--- src/aflc_pkg.sv ---
`timescale 1ns / 1ps

package aflc_pkg;

	// longest chunk counted before the overflow flag is raised
	localparam logic [8:0] MAX_FRAME = 9'd256;
	localparam logic [8:0] MIN_CHARS = 9'd10;
	localparam logic [8:0] BODY_MAX  = 9'd511;

	localparam int CFG_INDEX_W = 2;
	localparam logic [CFG_INDEX_W-1:0] CFG_DEVICE_ADDRESS = 2'd0;
	localparam logic [CFG_INDEX_W-1:0] CFG_START_CHAR     = 2'd1;

	localparam logic [7:0] DEVICE_ADDRESS_RST = 8'd1;
	localparam logic [7:0] START_CHAR_RST     = 8'h3A;

	localparam logic [7:0] CHAR_CR    = 8'h0D;
	localparam logic [7:0] CHAR_LF    = 8'h0A;
	localparam logic [7:0] CHAR_ZERO  = 8'h30;
	localparam logic [7:0] CHAR_NINE  = 8'h39;
	localparam logic [7:0] CHAR_UPP_A = 8'h41;
	localparam logic [7:0] CHAR_UPP_F = 8'h46;

	localparam logic [2:0] ST_OK       = 3'd0;
	localparam logic [2:0] ST_SHORT    = 3'd1;
	localparam logic [2:0] ST_NO_CRLF  = 3'd2;
	localparam logic [2:0] ST_NO_START = 3'd3;
	localparam logic [2:0] ST_BAD_HEX  = 3'd4;
	localparam logic [2:0] ST_ADDR     = 3'd5;
	localparam logic [2:0] ST_LRC      = 3'd6;
	localparam logic [2:0] ST_OVERFLOW = 3'd7;

	typedef struct packed {
		logic [7:0] rx_char;
		logic       frame_end;
	} aflc_in_t;

	typedef struct packed {
		logic       frame_ok;
		logic [2:0] status;
		logic [7:0] station;
		logic [7:0] function_code;
	} aflc_out_t;

	typedef struct packed {
		logic     valid;
		aflc_in_t item;
	} aflc_slot_t;

	// msb set for a character that is not an upper-case hex digit
	function automatic logic [4:0] nibble_of(input logic [7:0] c);
		logic [7:0] d;
		begin
			if (c >= CHAR_ZERO && c <= CHAR_NINE) begin
				d = c - CHAR_ZERO;
				nibble_of = {1'b0, d[3:0]};
			end else if (c >= CHAR_UPP_A && c <= CHAR_UPP_F) begin
				d = c - CHAR_UPP_A + 8'd10;
				nibble_of = {1'b0, d[3:0]};
			end else begin
				nibble_of = 5'b10000;
			end
		end
	endfunction

endpackage

--- src/aflc_frame_state.sv ---
`timescale 1ns / 1ps

module aflc_frame_state (
	input  logic                 clk,
	input  logic                 arst_n,
	input  aflc_pkg::aflc_slot_t slot,
	input  logic                 advance,
	input  logic [7:0]           device_address,
	input  logic [7:0]           start_char,
	output aflc_pkg::aflc_out_t  result
);

	logic        in_frame_q, in_frame_n;
	logic [8:0]  total_q, total_n;
	logic [8:0]  body_q, body_n;
	logic [3:0]  high_q, high_n;
	logic [7:0]  sum_q, sum_n;
	logic [15:0] prev_q, prev_n;
	logic        hex_err_q, hex_err_n;
	logic [7:0]  addr_q, addr_n;
	logic [7:0]  func_q, func_n;
	logic        ovf_q, ovf_n;
	logic [4:0]  nib;
	logic [7:0]  dec_byte;
	logic [7:0]  c;
	logic [2:0]  status;

	assign c        = slot.item.rx_char;
	assign nib      = aflc_pkg::nibble_of(prev_q[15:8]);
	assign dec_byte = {high_q, nib[3:0]};

	always_comb begin
		in_frame_n = in_frame_q;
		total_n    = total_q;
		body_n     = body_q;
		high_n     = high_q;
		sum_n      = sum_q;
		hex_err_n  = hex_err_q;
		addr_n     = addr_q;
		func_n     = func_q;
		ovf_n      = ovf_q;

		if (total_q >= aflc_pkg::MAX_FRAME) begin
			ovf_n = 1'b1;
		end else begin
			total_n = total_q + 9'd1;
		end

		if (in_frame_q) begin
			// the character two back is decoded, its body index is body_q - 2
			if (body_q >= 9'd2) begin
				if (nib[4]) begin
					hex_err_n = 1'b1;
				end else if (!body_q[0]) begin
					high_n = nib[3:0];
				end else begin
					sum_n = sum_q + dec_byte;
					if (body_q == 9'd3) begin
						addr_n = dec_byte;
					end else if (body_q == 9'd5) begin
						func_n = dec_byte;
					end
				end
			end
			if (body_q < aflc_pkg::BODY_MAX) begin
				body_n = body_q + 9'd1;
			end
		end else if (c == start_char) begin
			in_frame_n = 1'b1;
		end
		prev_n = {prev_q[7:0], c};
	end

	always_comb begin
		priority if (ovf_n) begin
			status = aflc_pkg::ST_OVERFLOW;
		end else if (total_n <= aflc_pkg::MIN_CHARS) begin
			status = aflc_pkg::ST_SHORT;
		end else if (prev_n != {aflc_pkg::CHAR_CR, aflc_pkg::CHAR_LF}) begin
			status = aflc_pkg::ST_NO_CRLF;
		end else if (!in_frame_n) begin
			status = aflc_pkg::ST_NO_START;
		end else if (body_n < aflc_pkg::MIN_CHARS) begin
			status = aflc_pkg::ST_SHORT;
		end else if (hex_err_n || body_n[0]) begin
			status = aflc_pkg::ST_BAD_HEX;
		end else if (addr_n != device_address) begin
			status = aflc_pkg::ST_ADDR;
		end else if (sum_n != 8'd0) begin
			status = aflc_pkg::ST_LRC;
		end else begin
			status = aflc_pkg::ST_OK;
		end
	end

	assign result.frame_ok      = (status == aflc_pkg::ST_OK);
	assign result.status        = status;
	assign result.station       = addr_n;
	assign result.function_code = func_n;

	always_ff @(posedge clk or negedge arst_n) begin
		if (!arst_n) begin
			in_frame_q <= 1'b0;
			total_q    <= '0;
			body_q     <= '0;
			high_q     <= '0;
			sum_q      <= '0;
			prev_q     <= '0;
			hex_err_q  <= 1'b0;
			addr_q     <= '0;
			func_q     <= '0;
			ovf_q      <= 1'b0;
		end else if (advance) begin
			if (slot.item.frame_end) begin
				in_frame_q <= 1'b0;
				total_q    <= '0;
				body_q     <= '0;
				high_q     <= '0;
				sum_q      <= '0;
				prev_q     <= '0;
				hex_err_q  <= 1'b0;
				addr_q     <= '0;
				func_q     <= '0;
				ovf_q      <= 1'b0;
			end else begin
				in_frame_q <= in_frame_n;
				total_q    <= total_n;
				body_q     <= body_n;
				high_q     <= high_n;
				sum_q      <= sum_n;
				prev_q     <= prev_n;
				hex_err_q  <= hex_err_n;
				addr_q     <= addr_n;
				func_q     <= func_n;
				ovf_q      <= ovf_n;
			end
		end
	end

	a_end_clears: assert property (@(posedge clk) disable iff (!arst_n)
		advance && slot.item.frame_end |=> !in_frame_q && total_q == '0 && body_q == '0)
		else $error("frame state not cleared after last character");

	a_total_bound: assert property (@(posedge clk) disable iff (!arst_n)
		total_q <= aflc_pkg::MAX_FRAME)
		else $error("character count beyond frame limit");

	a_ovf_at_limit: assert property (@(posedge clk) disable iff (!arst_n)
		ovf_q |-> total_q == aflc_pkg::MAX_FRAME)
		else $error("overflow flag without full count");

	a_body_needs_start: assert property (@(posedge clk) disable iff (!arst_n)
		body_q != '0 |-> in_frame_q)
		else $error("body counted before start character");

endmodule

--- config.mk ---
export PLATFORM = sky130hd
export DESIGN_NAME = aflc_frame_state
export DESIGN_NICKNAME = d
export VERILOG_FILES = /design/src/aflc_pkg.sv /design/src/aflc_frame_state.sv
export SDC_FILE = /design/constraint.sdc
export NUM_CORES = 1
export LEC_CHECK = 0
export BUFFER_PORTS_ARGS = -buffer_cell sky130_fd_sc_hd__buf_2
export CORE_MARGIN = 1.5
export CORE_UTILIZATION = 47
export DETAILED_ROUTE_END_ITERATION = 10
export GPL_TIMING_DRIVEN = 0
export PLACE_DENSITY_LB_ADDON = 0.05
export SLEW_MARGIN = 25
export SYNTH_ARGS = -nofsm -noshare
export SYNTH_HDL_FRONTEND = slang
export SYNTH_SLANG_ARGS = --single-unit
--- constraint.sdc ---
create_clock -name clk -period 4.7 [get_ports clk]
set_input_delay 0.47 -clock clk [delete_from_list [all_inputs] [get_ports clk]]
set_output_delay 0.47 -clock clk [all_outputs]
set_load 0.01 [all_outputs]
==> impl_summary.txt <==
----------------------------------------------------
[Finish]
  Ratio of cells with drive above 1 in the final layout ... 0.218
  Commonest cells after routing, fill and taps aside ... sky130_fd_sc_hd__dfrtp_1, sky130_fd_sc_hd__nand2_1, sky130_fd_sc_hd__buf_2
  Antenna diode instance count ... 0
  Filler cells ... 801
  Synth-to-Final Area Change ... 18.2%
  Most common cell after layout, fill and taps aside ... sky130_fd_sc_hd__dfrtp_1
  Total area of sequential cells ... 1630 sq um
  Final net count ... 609
  Post-route non-filler standard cell count ... 677
  Layout Utilization ... 0.581
  Total area of multi-input combinational cells ... 2620 sq um

[Logic synthesis]
  Part of the Yosys area used for sequential elements ... 0.374
  Combined area of all synthesized cells ... 4350 sq um
  Library cells used by synthesis ... 66
  Most used flip-flop cell after synthesis ... sky130_fd_sc_hd__dfrtp_1
  Post-synthesis sequential element count ... 65
  Synthesized instance count ... 495
  Mean instance size in the synthesized netlist ... 8.78 sq um
  Cell types with the largest area share after synthesis ... sky130_fd_sc_hd__dfrtp_1, sky130_fd_sc_hd__o21ai_0, sky130_fd_sc_hd__a22o_1
  Syn Nets ... 540
  Number of flops mapped to enable cells by yosys ... 0
  Largest area contributor in the synthesized netlist ... sky130_fd_sc_hd__dfrtp_1
  Synth top area share ... 0.374
  Ys Warns ... 0
  Async SR Flop Fraction ... 1.00

[Detailed routing]
  Iteration-0 DRC count of the detailed router ... 194
  Antenna violation net count after detailed routing ... 0
  DRC Markers ... 0
  Via-per-instance ratio ... 5.90
  Detailed-route via count ... 3996
  Total wire length after detailed routing ... 11300 um
  First-pass iteration count of the detailed router ... 5
  Routed wirelength normalized by instance count ... 16.8 um

[Critical path]
  Critical path peak fanout ... 6
  R2r setup slk ... 1.56 ns
  CP cell instances ... inv_4, ha_4, or3b_4, and4_1, buf_6, a22oi_2, inv_2, fa_2, buf_4, a21o_1, a21oi_2, xnor2_1, or4_4, o31ai_4, nand2_2, nor3_4, and3_1, buf_2
  Crit path capture type ... output pin
  Critical path start-end classification ... flop to output pin
  Buffers and inverters on the worst path ... 5
  Stage delay of the slowest cell on the critical path ... 0.54 ns
  CP Launch Type ... flop
  Worst-path cell with the longest stage delay ... sky130_fd_sc_hd__or4_4
  Critical path data required time ... 4.23 ns
  Data arrival time of the worst path ... 4.25 ns
  Top cell family by delay on the critical path ... simple AND/OR/NAND/NOR gates

[Floorplanning]
  Starting utilization of the core area ... 0.491
  Total Die Area ... 9840 sq um
  I/O pin count ... 49
  Die X-Extent ... 99.2 um
  Standard cell core area ... 8850 sq um
  Chip height ... 99.2 um
  Cell row count ... 34

[Clock tree]
  # H-tree levels ... 3
  Clock tree from TritonCTS ... yes
  Number of buffers inserted during clock tree synthesis ... 9
  Master cell of the clock root buffer ... sky130_fd_sc_hd__clkbuf_8
  CTS Buffer Depth ... 2
  Clock latency at the later pin of the worst-skew pair ... 0.35 ns
  Sink count of the clock tree ... 65
  Clock transition at the register clock pins on the worst setup and hold paths after CTS ... 0.08 ns

[STA]
  Final hold slack ... 0.0524 ns
  Summed negative setup slack over all endpoints ... -0.0205 ns
  Least-Margin Pin Slew ... 0.594 ns
  Shortest clock period the worst path allows after layout ... 4.72 ns
  Worst clock skew on the final layout ... 0.0119 ns
  Highest Clock Rate ... 212 MHz
  Hold violation total from the final report ... 0
  Post-route fraction of the period consumed by the critical path ... 1.00
  Total setup violations reported at the end of the flow ... 1
  Unrepaired setup endpoints after global routing ... yes
  Worst-case setup margin in the final layout ... -0.0205 ns
  Max transition margin ... 0.599
  Final Slew Violations ... 0

[Place]
  Final Wtd Congestion ... 0.936
  Number of placed instances with taps included ... 650
  Quantity of I/O buffers inserted on ports ... 46
  DP Wirelength ... 8460 um

[Global route]
  Number of antenna violations at the first check in global routing ... 0
  Global route total overflow ... 0
  Vias in the first global route ... 3922
  First-pass GRT wire length ... 19100 um
  GR Util All Layers ... 0.244
  Maximum number of pins on one net before global-route repair ... 36

[Power and ir drop]
  Pwr Density ... 236 nW/um^2
  IR Drop Worst-Case VDD ... 0.147 mV
  Leakage power figure ... 2.34 nW

[Outcome]
  Violations in the final reports ... setup timing
  Status ... finished, violations left

[Job]
  Maximum capacitance violations ... 0

[Hold path]
  Hold WC Path Type ... primary input to asynchronous set/reset pin

----------------------------------------------------
[final timing paths]
kind | start | end | depth (start not counted)
worst max register to register | prev_q[8] | sum_q[6] | 14
max in group asynchronous | arst_n | addr_q[4] | 2
worst min register to register | func_q[6] | func_q[6] | 1
worst min-delay path | arst_n | sum_q[1] | 1
min in group clk | slot[3] | prev_q[2] | 3
worst max-delay path | prev_q[8] | result[19] | 18
[sequential cells by signal (all words and copies together) (netlist names)]
| signal | count |
|---|---|
| sum_q | 8 |
| high_q | 4 |
| hex_err_q | 1 |
| total_q | 9 |
| func_q | 8 |
| prev_q | 16 |
| ovf_q | 1 |
| in_frame_q | 1 |
| body_q | 9 |
| addr_q | 8 |
[final cells by class]
class	count	area share
Clock buffer	9	0.0241
Sequential cell	65	0.317
Timing Repair Buffer	58	0.0653
Clock inverter	7	0.0139
Inverter	29	0.0217
Tap cell	108	0.0263
Multi-Input combinational cell	375	0.510
Buffer	26	0.0219
[through the flow]
| step | total power [mW] | setup slack, ns | instance area [sq um] |
|---|---|---|---|
| floorplan | 0.673 | 0.472 | 4350 |
| global placement | 0.727 | -0.349 | 4710 |
| detailed placement | 0.732 | -0.379 | 4740 |
| CTS | 1.22 | 0.0133 | 5070 |
| global route | 1.26 | -0.174 | 5140 |
| finish | 1.21 | -0.0205 | 5140 |
[synth_stat cells (8+ instances only)]
| cell | count |
|---|---|
| sky130_fd_sc_hd__xor2_1 | 21 |
| sky130_fd_sc_hd__a22o_1 | 27 |
| sky130_fd_sc_hd__dfrtp_1 | 65 |
| sky130_fd_sc_hd__nand3b_1 | 10 |
| sky130_fd_sc_hd__a21oi_1 | 22 |
| sky130_fd_sc_hd__xnor2_1 | 8 |
| sky130_fd_sc_hd__nand3_1 | 14 |
| sky130_fd_sc_hd__o21ai_0 | 48 |
| sky130_fd_sc_hd__clkbuf_1 | 19 |
| sky130_fd_sc_hd__o31ai_1 | 12 |
| sky130_fd_sc_hd__inv_1 | 28 |
| sky130_fd_sc_hd__ha_1 | 15 |
| sky130_fd_sc_hd__nor2_1 | 31 |
| sky130_fd_sc_hd__nand2_1 | 59 |
| sky130_fd_sc_hd__nor3_1 | 8 |
[layer usage]
metal / GRT usage / vias to the layer above / wire length [um]
li1: - / 1933 / -
met1: 0.318 / 1930 / 5090
met2: 0.415 / 117 / 5320
met3: 0.0358 / 16 / 725
met4: 0.0888 / 0 / 212
met5: 0 / - / 0
[cells by family (layout without fill, tap and decap cells)]
family,Yosys count,count (layout),share of synthesized area
flip-flops,65,65,0.374
multiplexers,6,6,0.0153
AND/OR/NAND/NOR,177,177,0.223
XOR/XNOR,29,29,0.0584
buffers and inverters,55,129,0.0509
AO/OA/AOI/OAI,147,147,0.231
adder cells (fa/ha/maj),16,16,0.0478
[report_power, final]
part / internal, mW / switching (mW)
sequential: 0.572 / 0.0130
clock: 0.244 / 0.233
combinational: 0.0603 / 0.0912
[timing repair]
| item | CTS | global route |
|---|---|---|
| endpoints found under the setup margin | 3 | 3 |
| resized for setup | 23 | 7 |
| hold buffers | 0 | 0 |
| pin swaps | 11 | 8 |
| setup buffers | 6 | 5 |
Power figures use the tool's default switching activity.
